==> src/design/acs_pkg.sv <==
// Shared types and codes for the active countdown set.
// Used by acs_cell, acs_head and active_countdown_set_core; depends on nothing.
package acs_pkg;

   localparam int CODE_W  = 6;
   localparam int TIMER_W = 8;
   localparam int OCC_W   = 5;

   localparam logic [1:0] ACT_ACTIVATE   = 2'd0;
   localparam logic [1:0] ACT_DEACTIVATE = 2'd1;
   localparam logic [1:0] ACT_TICK       = 2'd2;
   localparam logic [1:0] ACT_QUERY      = 2'd3;

   localparam logic [1:0] ST_OK      = 2'd0;
   localparam logic [1:0] ST_ALREADY = 2'd1;
   localparam logic [1:0] ST_FULL    = 2'd2;

   localparam logic CSR_GLOBAL_ENABLE = 1'b0;
   localparam logic CSR_ALWAYS_MASK   = 1'b1;

   // One slot of the ring: membership bit, code and countdown.
   typedef struct packed {
      logic               valid;
      logic [CODE_W-1:0]  code;
      logic [TIMER_W-1:0] timer;
   } slot_type;

   // Control from the sequencer to the head of the ring.
   typedef struct packed {
      logic               clear;
      logic               scan;
      logic               insert;
      logic [1:0]         action;
      logic [CODE_W-1:0]  code;
      logic [TIMER_W-1:0] duration;
      logic [TIMER_W-1:0] elapsed;
   } head_ctrl_type;

   // Events and search results from the head back to the sequencer.
   typedef struct packed {
      logic               drop;
      logic               ins;
      logic               found;
      logic [TIMER_W-1:0] found_timer;
   } head_stat_type;

endpackage

==> src/design/acs_cell.sv <==
// One slot cell of the rotating ring: holds an entry and hands it on when shifting.
// Depends on acs_pkg.
module acs_cell (
   input  logic              clock,
   input  logic              reset,
   input  logic              shift_en,
   input  acs_pkg::slot_type slot_in,
   output acs_pkg::slot_type slot_out
);

   logic                        valid_ff;
   logic [acs_pkg::CODE_W-1:0]  code_ff;
   logic [acs_pkg::TIMER_W-1:0] timer_ff;

   always_ff @(posedge clock) begin
      if (reset) begin
         valid_ff <= 1'b0;
      end else if (shift_en) begin
         valid_ff <= slot_in.valid;
      end
   end

   always_ff @(posedge clock) begin
      if (shift_en) begin
         code_ff  <= slot_in.code;
         timer_ff <= slot_in.timer;
      end
   end

   assign slot_out.valid = valid_ff;
   assign slot_out.code  = code_ff;
   assign slot_out.timer = timer_ff;

endmodule

==> src/design/acs_head.sv <==
// Head of the ring: edits each entry as it passes (age, drop, match, insert).
// Depends on acs_pkg.
module acs_head (
   input  logic                   clock,
   input  logic                   reset,
   input  acs_pkg::head_ctrl_type ctrl,
   input  acs_pkg::slot_type      slot_in,
   output acs_pkg::slot_type      slot_out,
   output acs_pkg::head_stat_type stat
);

   logic                        found_ff;
   logic                        found_in;
   logic [acs_pkg::TIMER_W-1:0] timer_ff;
   logic [acs_pkg::TIMER_W-1:0] timer_in;
   logic                        match;

   assign match = ctrl.scan && slot_in.valid && (slot_in.code == ctrl.code);

   always_comb begin
      slot_out         = slot_in;
      stat.drop        = 1'b0;
      stat.ins         = 1'b0;
      stat.found       = found_ff | match;
      stat.found_timer = timer_ff;
      if (ctrl.scan && slot_in.valid) begin
         case (ctrl.action)
            acs_pkg::ACT_TICK: begin
               // drop expired entries, age the rest
               if (ctrl.elapsed >= slot_in.timer) begin
                  slot_out.valid = 1'b0;
                  stat.drop      = 1'b1;
               end else begin
                  slot_out.timer = slot_in.timer - ctrl.elapsed;
               end
            end
            acs_pkg::ACT_DEACTIVATE: begin
               if (match) begin
                  slot_out.valid = 1'b0;
                  stat.drop      = 1'b1;
               end
            end
            default: begin
            end
         endcase
      end
      if (ctrl.insert && !slot_in.valid) begin
         slot_out.valid = 1'b1;
         slot_out.code  = ctrl.code;
         slot_out.timer = ctrl.duration;
         stat.ins       = 1'b1;
      end
   end

   always_comb begin
      found_in = found_ff;
      timer_in = timer_ff;
      if (ctrl.clear) begin
         found_in = 1'b0;
      end else if (match) begin
         found_in = 1'b1;
         timer_in = slot_in.timer;
      end
   end

   always_ff @(posedge clock) begin
      if (reset) begin
         found_ff <= 1'b0;
      end else begin
         found_ff <= found_in;
      end
   end

   always_ff @(posedge clock) begin
      timer_ff <= timer_in;
   end

endmodule

==> src/design/active_countdown_set_core.sv <==
// Active countdown set: top level with sequencer, slot ring and result register.
// Depends on acs_pkg, acs_cell and acs_head.
//
// Usage:
//   req_* carries one operation word (activate, deactivate, tick, query);
//   rsp_* returns exactly one result word per request; csr_* writes the
//   global enable (index 0) and the always-active mask (index 1); the user
//   writes them only while the block is idle, which the block itself does
//   not enforce. csr_ready is always high. The entries live in a ring of
//   SLOTS cells that rotates one place per cycle during the scan and insert
//   passes, through a head stage; each entry meets the head once per pass.
// Sequence:
//   A request is taken in IDLE, then one pass scans the ring, then DONE
//   loads the result register. An activate of a new code adds a second,
//   partial pass that stops at the first empty cell. A new request is taken
//   only once the previous one has loaded its result and returned to IDLE.
// Reset: all cells empty, occupancy zero, both configuration registers zero.
// Stall: a finished result waits in the result register; the next request
//   is accepted and scanned meanwhile and holds in DONE until the register
//   frees up.
module active_countdown_set_core #(
   parameter int SLOTS = 16,
   parameter int CODES = 64
) (
   input  logic                        clock,
   input  logic                        reset,

   input  logic                        req_valid,
   output logic                        req_ready,
   input  logic [1:0]                  req_action,
   input  logic [acs_pkg::CODE_W-1:0]  req_code,
   input  logic [acs_pkg::TIMER_W-1:0] req_duration,
   input  logic [acs_pkg::TIMER_W-1:0] req_elapsed,

   output logic                        rsp_valid,
   input  logic                        rsp_ready,
   output logic [1:0]                  rsp_status,
   output logic                        rsp_is_active,
   output logic [acs_pkg::TIMER_W-1:0] rsp_remaining,
   output logic [acs_pkg::OCC_W-1:0]   rsp_occupied,

   input  logic                        csr_valid,
   output logic                        csr_ready,
   input  logic                        csr_index,
   input  logic [63:0]                 csr_data
);

   localparam int STEP_W = (SLOTS > 1) ? $clog2(SLOTS) : 1;
   localparam int CNT_W  = $clog2(SLOTS + 1);

   typedef enum logic [3:0] {
      S_IDLE   = 4'b0001,
      S_SCAN   = 4'b0010,
      S_INSERT = 4'b0100,
      S_DONE   = 4'b1000
   } state_type;

   state_type                   state_ff, state_in;
   logic [STEP_W-1:0]           step_ff, step_in;
   logic [CNT_W-1:0]            count_ff, count_in;
   logic                        added_ff, added_in;
   logic                        load_rsp;

   logic [1:0]                  act_ff;
   logic [acs_pkg::CODE_W-1:0]  code_ff;
   logic [acs_pkg::TIMER_W-1:0] duration_ff;
   logic [acs_pkg::TIMER_W-1:0] elapsed_ff;

   logic                        enable_ff;
   logic [63:0]                 mask_ff;

   logic                        rsp_valid_ff;
   logic [1:0]                  rsp_status_ff, rsp_status_in;
   logic                        rsp_active_ff, rsp_active_in;
   logic [acs_pkg::TIMER_W-1:0] rsp_remaining_ff, rsp_remaining_in;
   logic [acs_pkg::OCC_W-1:0]   rsp_occupied_ff;

   acs_pkg::slot_type           chain [SLOTS];
   acs_pkg::slot_type           head_out;
   acs_pkg::head_ctrl_type      head_ctrl;
   acs_pkg::head_stat_type      head_stat;
   logic                        shift_en;
   logic                        in_range;
   logic                        gate;

   // ---------------- ring of slot cells ----------------
   for (genvar i = 0; i < SLOTS; i++) begin : g_cell
      if (i == 0) begin : g_first
         acs_cell u_cell (
            .clock    (clock),
            .reset    (reset),
            .shift_en (shift_en),
            .slot_in  (head_out),
            .slot_out (chain[i])
         );
      end else begin : g_next
         acs_cell u_cell (
            .clock    (clock),
            .reset    (reset),
            .shift_en (shift_en),
            .slot_in  (chain[i-1]),
            .slot_out (chain[i])
         );
      end
   end

   acs_head u_head (
      .clock    (clock),
      .reset    (reset),
      .ctrl     (head_ctrl),
      .slot_in  (chain[SLOTS-1]),
      .slot_out (head_out),
      .stat     (head_stat)
   );

   // rotate during both passes; the partial pass stops after its insert
   assign shift_en = (state_ff == S_SCAN) || (state_ff == S_INSERT);

   assign head_ctrl.clear    = (state_ff == S_IDLE);
   assign head_ctrl.scan     = (state_ff == S_SCAN);
   assign head_ctrl.insert   = (state_ff == S_INSERT);
   assign head_ctrl.action   = act_ff;
   assign head_ctrl.code     = code_ff;
   assign head_ctrl.duration = duration_ff;
   assign head_ctrl.elapsed  = elapsed_ff;

   // codes at or above CODES never become members
   assign in_range = (32'(code_ff) < CODES);
   assign gate     = enable_ff | mask_ff[code_ff];

   // ---------------- sequencer ----------------
   always_comb begin
      state_in = state_ff;
      step_in  = step_ff;
      count_in = count_ff;
      added_in = added_ff;
      load_rsp = 1'b0;
      case (state_ff)
         S_IDLE: begin
            if (req_valid) begin
               state_in = S_SCAN;
               step_in  = '0;
               added_in = 1'b0;
            end
         end
         S_SCAN: begin
            if (head_stat.drop) begin
               count_in = count_ff - CNT_W'(1);
            end
            step_in = step_ff + STEP_W'(1);
            if (step_ff == STEP_W'(SLOTS - 1)) begin
               // a full pass is done: append a new code if there is room
               if ((act_ff == acs_pkg::ACT_ACTIVATE) && in_range && !head_stat.found
                   && (count_ff < CNT_W'(SLOTS))) begin
                  state_in = S_INSERT;
                  added_in = 1'b1;
               end else begin
                  state_in = S_DONE;
               end
            end
         end
         S_INSERT: begin
            if (head_stat.ins) begin
               count_in = count_ff + CNT_W'(1);
               state_in = S_DONE;
            end
         end
         S_DONE: begin
            // hold until the result register is free
            if (!rsp_valid_ff || rsp_ready) begin
               load_rsp = 1'b1;
               state_in = S_IDLE;
            end
         end
         default: begin
            state_in = S_IDLE;
         end
      endcase
   end

   always_ff @(posedge clock) begin
      if (reset) begin
         state_ff <= S_IDLE;
         count_ff <= '0;
      end else begin
         state_ff <= state_in;
         count_ff <= count_in;
      end
   end

   always_ff @(posedge clock) begin
      step_ff  <= step_in;
      added_ff <= added_in;
   end

   // latch the request word on accept
   always_ff @(posedge clock) begin
      if (req_valid && req_ready) begin
         act_ff      <= req_action;
         code_ff     <= req_code;
         duration_ff <= req_duration;
         elapsed_ff  <= req_elapsed;
      end
   end

   assign req_ready = (state_ff == S_IDLE);

   // ---------------- configuration ----------------
   assign csr_ready = 1'b1;

   always_ff @(posedge clock) begin
      if (reset) begin
         enable_ff <= 1'b0;
         mask_ff   <= '0;
      end else if (csr_valid && csr_ready) begin
         case (csr_index)
            acs_pkg::CSR_GLOBAL_ENABLE: enable_ff <= csr_data[0];
            acs_pkg::CSR_ALWAYS_MASK:   mask_ff   <= csr_data;
            default: begin
            end
         endcase
      end
   end

   // ---------------- result word ----------------
   always_comb begin
      rsp_status_in    = acs_pkg::ST_OK;
      rsp_active_in    = 1'b0;
      rsp_remaining_in = '0;
      case (act_ff)
         acs_pkg::ACT_ACTIVATE: begin
            if (!in_range) begin
               rsp_status_in = acs_pkg::ST_FULL;
            end else if (head_stat.found) begin
               rsp_status_in    = acs_pkg::ST_ALREADY;
               rsp_active_in    = gate;
               rsp_remaining_in = head_stat.found_timer;
            end else if (added_ff) begin
               rsp_active_in    = gate;
               rsp_remaining_in = duration_ff;
            end else begin
               rsp_status_in = acs_pkg::ST_FULL;
            end
         end
         acs_pkg::ACT_QUERY: begin
            if (head_stat.found) begin
               rsp_active_in    = gate;
               rsp_remaining_in = head_stat.found_timer;
            end
         end
         default: begin
         end
      endcase
   end

   always_ff @(posedge clock) begin
      if (reset) begin
         rsp_valid_ff <= 1'b0;
      end else if (load_rsp) begin
         rsp_valid_ff <= 1'b1;
      end else if (rsp_ready) begin
         rsp_valid_ff <= 1'b0;
      end
   end

   always_ff @(posedge clock) begin
      if (load_rsp) begin
         rsp_status_ff    <= rsp_status_in;
         rsp_active_ff    <= rsp_active_in;
         rsp_remaining_ff <= rsp_remaining_in;
         rsp_occupied_ff  <= acs_pkg::OCC_W'(count_ff);
      end
   end

   assign rsp_valid     = rsp_valid_ff;
   assign rsp_status    = rsp_status_ff;
   assign rsp_is_active = rsp_active_ff;
   assign rsp_remaining = rsp_remaining_ff;
   assign rsp_occupied  = rsp_occupied_ff;

   // ---------------- assertions ----------------
   a_count_bound: assert property (@(posedge clock) disable iff (reset)
      count_ff <= CNT_W'(SLOTS))
      else $error("occupancy exceeds slot count");

   a_insert_only_new: assert property (@(posedge clock) disable iff (reset)
      (state_ff == S_INSERT) |-> (act_ff == acs_pkg::ACT_ACTIVATE) && !head_stat.found)
      else $error("insert pass for a non-activate or a present code");

   a_insert_no_drop: assert property (@(posedge clock) disable iff (reset)
      (state_ff == S_INSERT) |-> !head_stat.drop)
      else $error("entry dropped during insert pass");

   a_done_loads: assert property (@(posedge clock) disable iff (reset)
      (state_ff == S_DONE) && !rsp_valid_ff |=> rsp_valid_ff && (state_ff == S_IDLE))
      else $error("finished word not loaded into result register");

endmodule

==> config.mk <==
export PLATFORM = sky130hd
export DESIGN_NAME = active_countdown_set_core
export DESIGN_NICKNAME = d
export VERILOG_FILES = /design/src/design/acs_pkg.sv /design/src/design/acs_cell.sv /design/src/design/acs_head.sv /design/src/design/active_countdown_set_core.sv
export SDC_FILE = /design/constraint.sdc
export NUM_CORES = 1
export LEC_CHECK = 0
export ABC_AREA = 1
export CAP_MARGIN = 30
export CORE_ASPECT_RATIO = 1.75
export CORE_MARGIN = 8
export CORE_UTILIZATION = 60
export DETAILED_ROUTE_END_ITERATION = 7
export DONT_BUFFER_PORTS = 1
export GPL_TIMING_DRIVEN = 0
export HOLD_SLACK_MARGIN = 0.06
export MAX_ROUTING_LAYER = met4
export PLACE_DENSITY = 0.74
export RECOVER_POWER = 100
export SYNTH_ARGS = -nofsm -noshare
export SYNTH_HDL_FRONTEND = slang
export SYNTH_SLANG_ARGS = --single-unit
==> constraint.sdc <==
create_clock -name clock -period 6.1 [get_ports clock]
set_clock_uncertainty 0.2 [all_clocks]
set_input_delay 0.305 -clock clock [delete_from_list [all_inputs] [get_ports clock]]
set_output_delay 0.305 -clock clock [all_outputs]
set_load 0.02 [all_outputs]
==> impl_metrics.yaml, run 1 <==
outcome:
  status: "finished with violations"
  violations: "max-capacitance violations, max-slew violations"
global_route:
  track_usage_pct: 21.45
  antenna_found_initial: 2
  grt_pass1_vias: 8602
  grt_max_degree: 141
  grt_first_pass_wirelength_um: 44750
  overflow: 0
cells_and_area:
  postLayoutCoreUtil_pct: 71.51
  final_area_mm2: 0.01578
  synthToLayoutAreaGrowth_pct: 17.48
  layout.nets: 1310
  drive_gt1_share_pct: 5.000
cts:
  cts_sinks: 369
  cts.reportedPaths.clkPinSlew_ns: 0.07
  cts_buffers: 31
  cts_tree: "yes"
  h-tree-depth: 1
  cts-root-buf: "clkbuf_16"
  clock_latency_ns: 0.56
  post_cts_buffers: 0
  clk_path_buf_depth: 3
synth:
  syn_area_mm2: 0.01343
  ys_warn_count: 0
  yosysTopAreaCell: "edfxtp_1"
  ys.flop_type: "edfxtp_1"
  synth_edf_count: 277
  synth-seq-cells: 369
  yosysMostFrequentCell: "edfxtp_1"
  synth.area.top_cells: "edfxtp_1, dfxtp_1, nor2_1"
  async_flop_share_pct: 0
  ys_types: 35
  avgSynthCellArea_um2: 12.60
  synth_cells: 1066
  ys_seq_area_share_pct: 75.63
  synth_top_area_share_pct: 61.92
  synth_commonest_cells: "edfxtp_1, nor2_1, nand2_1"
  syn_nets: 1178
placement:
  gp_congestion: 0.9104
  dp_hpwl_um: 17090
  io_buffers: 0
  dp_slack_ns: 3.223
  placed_area_mm2: 0.01385
die:
  rows: 72
  die_h_um: 213.9
  start_util_pct: 60.87
  io_pins: 113
  dieArea_mm2: 0.02762
  die_w_um: 129.1
  core_area_mm2: 0.02207
routing:
  wire_per_inst_um: 18.84
  final_antenna_net_count: 0
  drc: 0
  via_count: 8478
  drt-initial-drc-count: 736
  drt-pass1-iter-count: 5
  totalWireLength_um: 28610
  vias_per_cell: 5.585
timing:
  fin_crit_sh_pct: 70.17
  hold_viol: 0
  whs_ns: 0.1772
  tns_ns: 0
  fin_crit_ns: 4.280
  relSlewSlack_pct: -49.40
  worst_slew_pin_slew_ns: 2.241
  fin_ws_ns: 1.820
  rsz0062_at_grt: "false"
  fmax_mhz: 233.6
  drv_slew: 94
  setup_viol: 0
power_and_ir_drop:
  p_seq_share_pct: 53.9
  ir_drop_mv: 0.2461
  p_sw_mw: 1.372
  p_comb_share_pct: 10.8
  clock_power_share_pct: 35.4
  p_int_mw: 4.380
  powerDensity_mw_per_mm2: 364.4
  leakagePower_nw: 5.686
  p_sw_share_pct: 23.85
worst_setup_path:
  ff2ff_setup_slack_ns: 1.82
  startpoint: "state_ff[2]$_SDFFE_PP0P_"
  start_kind: "flip-flop"
  crit_fanout: 140
  arrival_ns: 4.27
  reg2regPathDepth: 7
  slowest_stage: "clkbuf_2"
  critPathCaptureType: "flip-flop"
  path_cells: "nor2_1 > nand3_1 > inv_1 > nor2_1 > inv_1 > clkbuf_2 > buf_16"
  r2r-start: "state_ff[2]$_SDFFE_PP0P_"
  criticalPathCategory: "reg -> reg"
  required_ns: 6.09
  max_stage_delay_ns: 1.64
  r2r_end: "g_cell[13].g_next.u_cell.code_ff[2]$_DFFE_PP_"
worst_hold_path:
  hp-start: "req_code[5]"
  hold_depth: 1
  hold_path.class: "in -> reg"
  holdPathEnd: "code_ff[5]$_DFFE_PP_"
flow_run:
  cap_violations: 1
power by group through the flow:
stage                     registers (mW)  clock network (mW)  logic [mW]
after floorplan                     3.12                   0       0.419
after global placement              3.17                   0       0.540
after detailed placement            3.14                   0       0.562
after CTS                           3.09                2.06       0.616
after global routing                3.12                2.16       0.679
final                               3.10                2.04       0.619
cells by family (layout without fill, tap and decap cells):
| logic type | count (synthesis) | after routing | share of synthesized area [%] |
|---|---|---|---|
| AO/OA/AOI/OAI | 132 | 132 | 5.011 |
| XOR/XNOR | 15 | 15 | 0.9780 |
| adder cells (fa/ha/maj) | 18 | 18 | 1.788 |
| buffers and inverters | 98 | 252 | 3.036 |
| flip-flops | 369 | 369 | 75.63 |
| other | 1 | 3 | 0.02791 |
| AND/OR/NAND/NOR | 433 | 433 | 13.53 |
layer usage:
layer	wire (um)	vias to the layer above	track usage, %
met1	11020	4041	24.39
met2	14200	388	34.91
met4	1593	0	12.64
met5	0	-	-
met3	1791	120	3.411
li1	-	3929	-
state kept, by name, summed over array words and instances, names as in the netlist, 4 cells and up:
signal                          flops
state_ff                            4
elapsed_ff                          8
g_cell.g_next.u_cell.timer_ff     120
duration_ff                         8
g_cell.g_first.u_cell.timer_ff      8
mask_ff                            64
g_cell.g_next.u_cell.code_ff       90
code_ff                             6
count_ff                            5
step_ff                             4
rsp_remaining                       8
u_head.timer_ff                     8
g_cell.g_next.u_cell.valid_ff      15
g_cell.g_first.u_cell.code_ff       6
rsp_occupied                        5
placed cells by master, fill, tap and decap left out, types with 7 or more instances in the layout:
master and n:
clkbuf_16 31, nor2_1 194, nand2_1 156, xor2_1 7
a21oi_1 33, clkbuf_1 34, inv_1 53, ha_1 16
clkinv_1 9, xnor2_1 8, edfxtp_1 277, o21ai_0 94
nand3_1 73, dfxtp_1 92, dlygate4sd3_1 98
area by class of cell:
class | instances | area (um^2)
flip-flops and latches | 369 | 10160
inverters | 58 | 219.0
clock buffers | 36 | 794.5
fillers | 1400 | 6289
well taps | 296 | 370.4
multi-input cells | 599 | 2798
diodes | 2 | 5.005
plain buffers | 40 | 186.4
repair buffers | 99 | 1008
clock inverters | 19 | 241.5
repair_timing:
action,in CTS,in global routing
hold endpoints to repair,120,0
gates resized for setup,0,0
hold buffers,98,0
per-stage QoR:
step                      instances  power, mW
after global placement         1362      3.705
after detailed placement       1363      3.704
after CTS                      1516      5.772
final                          1518      5.751
after global routing           1518      5.958
after floorplan                1066      3.543
critical path, delay by kind of cell, from the launching register on:
kind | cells | cell delay (ns)
buffers and inverters | 4 | 2.63
flip-flops | 1 | 0.33
AND/OR/NAND/NOR | 3 | 0.55
how the worst max path moves through the flow:
stage                                                         end  cells past startpoint
global placement    g_cell[15].g_next.u_cell.code_ff[4]$_DFFE_PP_                      6
CTS                 g_cell[15].g_next.u_cell.code_ff[1]$_DFFE_PP_                      7
detailed placement  g_cell[14].g_next.u_cell.code_ff[1]$_DFFE_PP_                      7
finish              g_cell[13].g_next.u_cell.code_ff[2]$_DFFE_PP_                      7
floorplan           g_cell[0].g_first.u_cell.code_ff[0]$_DFFE_PP_                      6
global route        g_cell[12].g_next.u_cell.code_ff[5]$_DFFE_PP_                      7
(Power assumes the default switching activity.)
==> inputs of run 2 (changes only) <==
--- a/config.mk
+++ b/config.mk
@@ -9,13 +9,13 @@
 export CAP_MARGIN = 30
 export CORE_ASPECT_RATIO = 1.75
 export CORE_MARGIN = 8
-export CORE_UTILIZATION = 60
+export CORE_UTILIZATION = 56
 export DETAILED_ROUTE_END_ITERATION = 7
 export DONT_BUFFER_PORTS = 1
 export GPL_TIMING_DRIVEN = 0
 export HOLD_SLACK_MARGIN = 0.06
 export MAX_ROUTING_LAYER = met4
-export PLACE_DENSITY = 0.74
+export PLACE_DENSITY = 0.72
 export RECOVER_POWER = 100
 export SYNTH_ARGS = -nofsm -noshare
 export SYNTH_HDL_FRONTEND = slang
==> constraint.sdc (replaced) <==
create_clock -name clock -period 3.5 [get_ports clock]
set_clock_uncertainty 0.2 [all_clocks]
set_input_delay 0.175 -clock clock [delete_from_list [all_inputs] [get_ports clock]]
set_output_delay 0.175 -clock clock [all_outputs]
set_load 0.02 [all_outputs]
==> run 2 against run 1 <==
Against the previous run: the flow now finishes without violations; die area up 6.4%; critical path type unchanged; cell area up 4.7%; non-clock buffer count up 75; flip-flop and latch count unchanged; clock power up 65%; sequential power up 74%; wire length up 12%; utilization down 1.9 points; sequential share of layout area down 2.9 points; register-to-register slack worse by 1.4 ns.
==> impl_metrics.yaml, run 2 (synthesis results as in run 1) <==
worst_setup_path:
  crit_fanout: 10
  crit_buf_inv: 4
  ff2ff_setup_slack_ns: 0.43
  critPathCaptureType: "flip-flop"
  path_cells: "clkbuf_1 > clkinv_1 > buf_2 > nand3_1 > nand3_1 > nand3_1 > nand2_1 > nand2_1 > nand3_1 > nand3_1 > nand2_1 > inv_1"
  r2r_end: "rsp_is_active$_DFFE_PP_"
  startpoint: "code_ff[1]$_DFFE_PP_"
  r2r-start: "code_ff[1]$_DFFE_PP_"
  max_stage_delay_ns: 0.57
  reg2regPathDepth: 12
  cp.depth: 12
  required_ns: 3.74
  arrival_ns: 3.31
  start_kind: "flip-flop"
  cp-endpoint: "rsp_is_active$_DFFE_PP_"
  cpLargestDelayFamily: "buffers and inverters"
  crit_top_cell: "nand3_1"
  criticalPathCategory: "reg -> reg"
  slowest_stage: "clkbuf_1"
timing:
  fmax_mhz: 325.3
  tns_ns: 0
  drv_slew: 0
  fin_crit_ns: 3.074
  setup_viol: 0
  worst_slew_pin_slew_ns: 1.046
  fin_crit_sh_pct: 87.84
  rsz0062_at_grt: "false"
  relSlewSlack_pct: 30.24
  hold_viol: 0
routing:
  drc: 0
  via_count: 9142
  wire_per_inst_um: 20.03
  final_antenna_net_count: 0
  drt-met1-wl_um: 11990
  drt-initial-drc-count: 987
  vias_per_cell: 5.700
  dr_wl_met2_um: 15760
  top_layer: "met4"
  wl_met3_um: 2354
  totalWireLength_um: 32130
  drt-pass1-iter-count: 6
die:
  dieArea_mm2: 0.02940
  rows: 75
  die_w_um: 133.1
  io_pins: 113
  start_util_pct: 56.58
  die_h_um: 220.9
  core_area_mm2: 0.02374
cells_and_area:
  regMostFlops: "g_cell.g_next.u_cell.timer_ff"
  largest_reg_flops: 120
  drive_gt1_share_pct: 5.170
  top_regs: "g_cell.g_next.u_cell.timer_ff (120), g_cell.g_next.u_cell.code_ff (90), mask_ff (64)"
  synthToLayoutAreaGrowth_pct: 22.97
  n_antenna_cell: 0
  final_common_cell: "edfxtp_1"
  mostFrequentLayoutCells: "edfxtp_1, nor2_1, dlygate4sd3_1"
  layout.nets: 1385
power_and_ir_drop:
  leakagePower_nw: 6.105
  p_int_mw: 7.510
  p_seq_share_pct: 54.1
  ir_drop_mv: 0.4356
  powerDensity_mw_per_mm2: 604.3
  power_mw: 9.982
  p_comb_share_pct: 12.1
  p_sw_mw: 2.472
  clock_power_share_pct: 33.8
  p_sw_share_pct: 24.76
global_route:
  track_usage_pct: 22.14
  grt_first_pass_wirelength_um: 49570
  grt_max_degree: 128
  grt_pass1_vias: 9270
  antenna_found_initial: 0
  overflow: 0
cts:
  cts_buffers: 31
  cts_sinks: 369
  cts-root-buf: "clkbuf_16"
  cts_tree: "yes"
  post_cts_buffers: 0
  h-tree-depth: 1
  clock_latency_ns: 0.56
  clk_path_buf_depth: 3
  cts.reportedPaths.clkPinSlew_ns: 0.07
worst_hold_path:
  hold_path.class: "in -> reg"
flow_run:
  cap_violations: 0
placement:
  gp_congestion: 0.9000
  dp_hpwl_um: 17800
  io_buffers: 0
outcome:
  status: "finished clean"
## run 2: cell types whose count changed in the layout (fill, tap and decap cells not counted), sizes merged
cell / change
buf: +1
bufinv: -3
clkbuf: +7
clkinv: -2
clkinvlp: -1
diode: -2
dlygate4sd3: +74
## run 2: repair_timing
action | 4_1_cts | 5_1_grt
hold buffers | 170 | 2
gates resized for setup | 0 | 0
hold endpoints to repair | 142 | 2
## run 2: layout make-up
cell class	count	area, um^2
Tap cell	308	385.4
Buffer	40	191.4
Inverter	58	219.0
Multi-Input combinational cell	599	2841
Timing Repair Buffer	174	1753
Fill cell	1454	7222
Sequential cell	369	10160
Clock buffer	43	830.8
Clock inverter	13	138.9
## run 2: worst min-delay path by stage
stage / startpoint / end / cells past startpoint
after floorplan: reset / count_ff[4]$_SDFFE_PP0P_ / 1
after global routing: req_duration[3] / duration_ff[3]$_DFFE_PP_ / 1
final: req_duration[3] / duration_ff[3]$_DFFE_PP_ / 1
after CTS: req_duration[3] / duration_ff[3]$_DFFE_PP_ / 1
after detailed placement: reset / count_ff[4]$_SDFFE_PP0P_ / 1
after global placement: reset / rsp_valid$_SDFFE_PP0P_ / 1
## run 2: power by group through the flow
stage / logic [mW] / registers [mW] / clock network, mW
2_1_floorplan: 0.730 / 5.42 / 0
4_1_cts: 1.15 / 5.40 / 3.41
5_1_grt: 1.31 / 5.44 / 3.57
3_5_place_dp: 0.986 / 5.48 / 0
6_report: 1.21 / 5.40 / 3.37
3_3_place_gp: 0.941 / 5.49 / 0
## run 2: metal layers
metal,GRT usage [%],vias to the layer above
met5,-,-
met4,13.66,0
met3,3.108,174
met2,36.30,565
met1,25.23,4324
li1,-,4079
## run 2: through the flow
stage | cell area, um^2 | util (%) | setup slack, ns | instances | hold slack [ns]
after floorplan | 13440 | - | 0.3550 | 1066 | 0.04407
after global placement | 13820 | 58.22 | -0.5034 | 1374 | 0.04583
after detailed placement | 13880 | 58.47 | 0.5919 | 1376 | 0.04773
after CTS | 16550 | 69.72 | 0.6033 | 1602 | 0.06082
after global routing | 16520 | 69.58 | 0.2818 | 1604 | 0.07647
final | 16520 | 69.58 | 0.4257 | 1604 | 0.09965
==> inputs of run 3 (changes only) <==
--- a/config.mk
+++ b/config.mk
@@ -8,14 +8,14 @@
 export ABC_AREA = 1
 export CAP_MARGIN = 30
 export CORE_ASPECT_RATIO = 1.75
-export CORE_MARGIN = 8
-export CORE_UTILIZATION = 56
+export CORE_UTILIZATION = 60
+export CTS_BUF_LIST = sky130_fd_sc_hd__clkbuf_8
 export DETAILED_ROUTE_END_ITERATION = 7
 export DONT_BUFFER_PORTS = 1
 export GPL_TIMING_DRIVEN = 0
 export HOLD_SLACK_MARGIN = 0.06
 export MAX_ROUTING_LAYER = met4
-export PLACE_DENSITY = 0.72
+export PLACE_DENSITY = 0.74
 export RECOVER_POWER = 100
 export SYNTH_ARGS = -nofsm -noshare
 export SYNTH_HDL_FRONTEND = slang
==> constraint.sdc (replaced) <==
create_clock -name clock -period 3.2 [get_ports clock]
set_clock_uncertainty 0.2 [all_clocks]
set_input_delay 0.16 -clock clock [delete_from_list [all_inputs] [get_ports clock]]
set_output_delay 0.16 -clock clock [all_outputs]
set_load 0.02 [all_outputs]
==> run 3 against run 2 <==
Against the previous run: critical path depth down 4; sequential power increased by 9.4%; via count up 2.9%; power up 6.6%; non-clock buffer count increased by 20; sequential share of layout area down 0.52 points; global-route usage increased by 8.6 points; die area is 22% lower; setup slack got worse by 0.17 ns; cell count is 2.8% higher; utilization grew 5.9 points.
==> impl_metrics.yaml, run 3 (synthesis results as in run 1) <==
global_route:
  grt_busiest_layer: "met2"
  antenna_found_initial: 0
  grt_first_pass_wirelength_um: 50820
  grt_pass1_vias: 9890
  met2_usage_pct: 49.35
  grt_use_met3_pct: 5.827
  grt_max_degree: 141
  grt.met1_usage_pct: 34.09
  overflow: 0
  track_usage_pct: 30.74
timing:
  rsz0062_at_grt: "false"
  fmax_mhz: 339.7
  hold_viol: 0
  setup_viol: 0
  drv_slew: 0
  tns_ns: 0
  worst_slew_pin_slew_ns: 0.9497
  fin_crit_ns: 2.944
  relSlewSlack_pct: 36.53
  fin_crit_sh_pct: 92.00
worst_setup_path:
  critPathCaptureType: "flip-flop"
  required_ns: 3.54
  crit_fanout: 10
  ff2ff_setup_slack_ns: 0.27
  reg2regPathDepth: 14
  criticalPathCategory: "in -> reg"
  r2r_end: "g_cell[0].g_first.u_cell.timer_ff[7]$_DFFE_PP_"
  arrival_ns: 3.28
  start_kind: "input port"
  r2r-start: "g_cell[15].g_next.u_cell.timer_ff[0]$_DFFE_PP_"
cells_and_area:
  n_antenna_cell: 0
  largest_reg_flops: 120
  drive_gt1_share_pct: 6.578
  final_cells: 1649
  regMostFlops: "g_cell.g_next.u_cell.timer_ff"
  fill_cells: 1218
  final_common_cell: "edfxtp_1"
  layout.nets: 1424
  postLayoutCoreUtil_pct: 75.48
  synthToLayoutAreaGrowth_pct: 24.01
  mostFrequentLayoutCells: "edfxtp_1, dlygate4sd3_1, nor2_1"
  top_regs: "g_cell.g_next.u_cell.timer_ff (120), g_cell.g_next.u_cell.code_ff (90), mask_ff (64)"
die:
  die_w_um: 115.1
  dieArea_mm2: 0.02302
  die_h_um: 199.9
  rows: 72
  core_area_mm2: 0.02207
  start_util_pct: 60.87
  io_pins: 113
cts:
  cts_tree: "yes"
  cts-root-buf: "clkbuf_8"
  cts_buffers: 50
  cts.reportedPaths.clkPinSlew_ns: 0.08
  clock_latency_ns: 0.61
  clk_path_buf_depth: 3
  h-tree-depth: 2
  cts_sinks: 369
routing:
  drt-initial-drc-count: 767
  drt-pass1-iter-count: 5
  final_antenna_net_count: 0
  vias_per_cell: 5.704
  wire_per_inst_um: 19.93
  drc: 0
  totalWireLength_um: 32860
  via_count: 9406
worst_hold_path:
  hp-start: "rsp_ready"
  holdPathEnd: "rsp_valid$_SDFFE_PP0P_"
  hold_path.class: "in -> reg"
  hold_depth: 4
placement:
  io_buffers: 0
  dp_hpwl_um: 16640
  place_inst: 1364
  gp_congestion: 0.9287
power_and_ir_drop:
  ir_drop_mv: 0.5258
  powerDensity_mw_per_mm2: 638.9
  leakagePower_nw: 6.260
flow_run:
  cap_violations: 0
outcome:
  status: "finished clean"
-- run 3: layout make-up --
| cell class | count | area (um^2) | area share (%) |
|---|---|---|---|
| inverters | 58 | 219.0 | 1.314 |
| plain buffers | 39 | 193.9 | 1.164 |
| repair buffers | 195 | 1963 | 11.78 |
| well taps | 296 | 370.4 | 2.223 |
| flip-flops and latches | 369 | 10160 | 60.98 |
| multi-input cells | 599 | 2835 | 17.02 |
| clock inverters | 38 | 161.4 | 0.9688 |
| clock buffers | 55 | 757.0 | 4.544 |
-- run 3: critical path, cell delays in order --
cell and delay [ns]:
dlygate4sd3_1 0.55, nand2_1 0.12, clkbuf_1 0.57, clkbuf_1 0.39
o21ai_0 0.15, dlygate4sd3_1 0.60, nor2_1 0.15, dlygate4sd3_1 0.59
-- run 3: per-layer routing --
metal	up-vias	wire length, um	part of all wire, %
li1	4164	-	-
met1	4375	11770	36
met2	645	15970	49
met3	222	2612	7.9
met4	0	2514	7.7
met5	-	0	0
-- run 3: what timing repair did --
action	4_1_cts	5_1_grt
endpoints found under the setup margin	0	3
hold buffers	193	0
resized for setup	0	0
hold endpoints to repair	135	0
buffers inserted	0	0
-- run 3: power breakdown --
group	switching (mW)	internal, mW
sequential	0.204	5.71
clock	1.78	1.59
combinational	0.886	0.478
total	2.87	7.78
-- run 3: worst max path at each step --
stage,from,end,slack [ns],cells after the start
finish,csr_valid,mask_ff[36]$_SDFFE_PP0P_,0.26,8
global route,g_cell[15].g_next.u_cell.timer_ff[0]$_DFFE_PP_,g_cell[0].g_first.u_cell.timer_ff[7]$_DFFE_PP_,0.07,14
CTS,reset,mask_ff[56]$_SDFFE_PP0P_,0.27,8
detailed placement,state_ff[1]$_SDFFE_PP0P_,g_cell[12].g_next.u_cell.code_ff[5]$_DFFE_PP_,0.33,7
global placement,state_ff[2]$_SDFFE_PP0P_,step_ff[1]$_SDFFCE_PP0P_,-0.80,7
floorplan,state_ff[1]$_SDFFE_PP0P_,g_cell[0].g_first.u_cell.code_ff[0]$_DFFE_PP_,0.05,6
-- run 3: per-stage QoR --
| stage | area (um^2) | total power, mW | hold WS [ns] | setup WS [ns] |
|---|---|---|---|---|
| after floorplan | 13440 | 6.732 | 0.02907 | 0.05495 |
| after global placement | 13810 | 7.040 | 0.02999 | -0.8041 |
| after detailed placement | 13860 | 7.066 | 0.03223 | 0.3288 |
| after CTS | 16710 | 10.54 | 0.08324 | 0.2666 |
| after global routing | 16660 | 11.01 | 0.1473 | 0.07183 |
| final | 16660 | 10.64 | 0.1054 | 0.2561 |
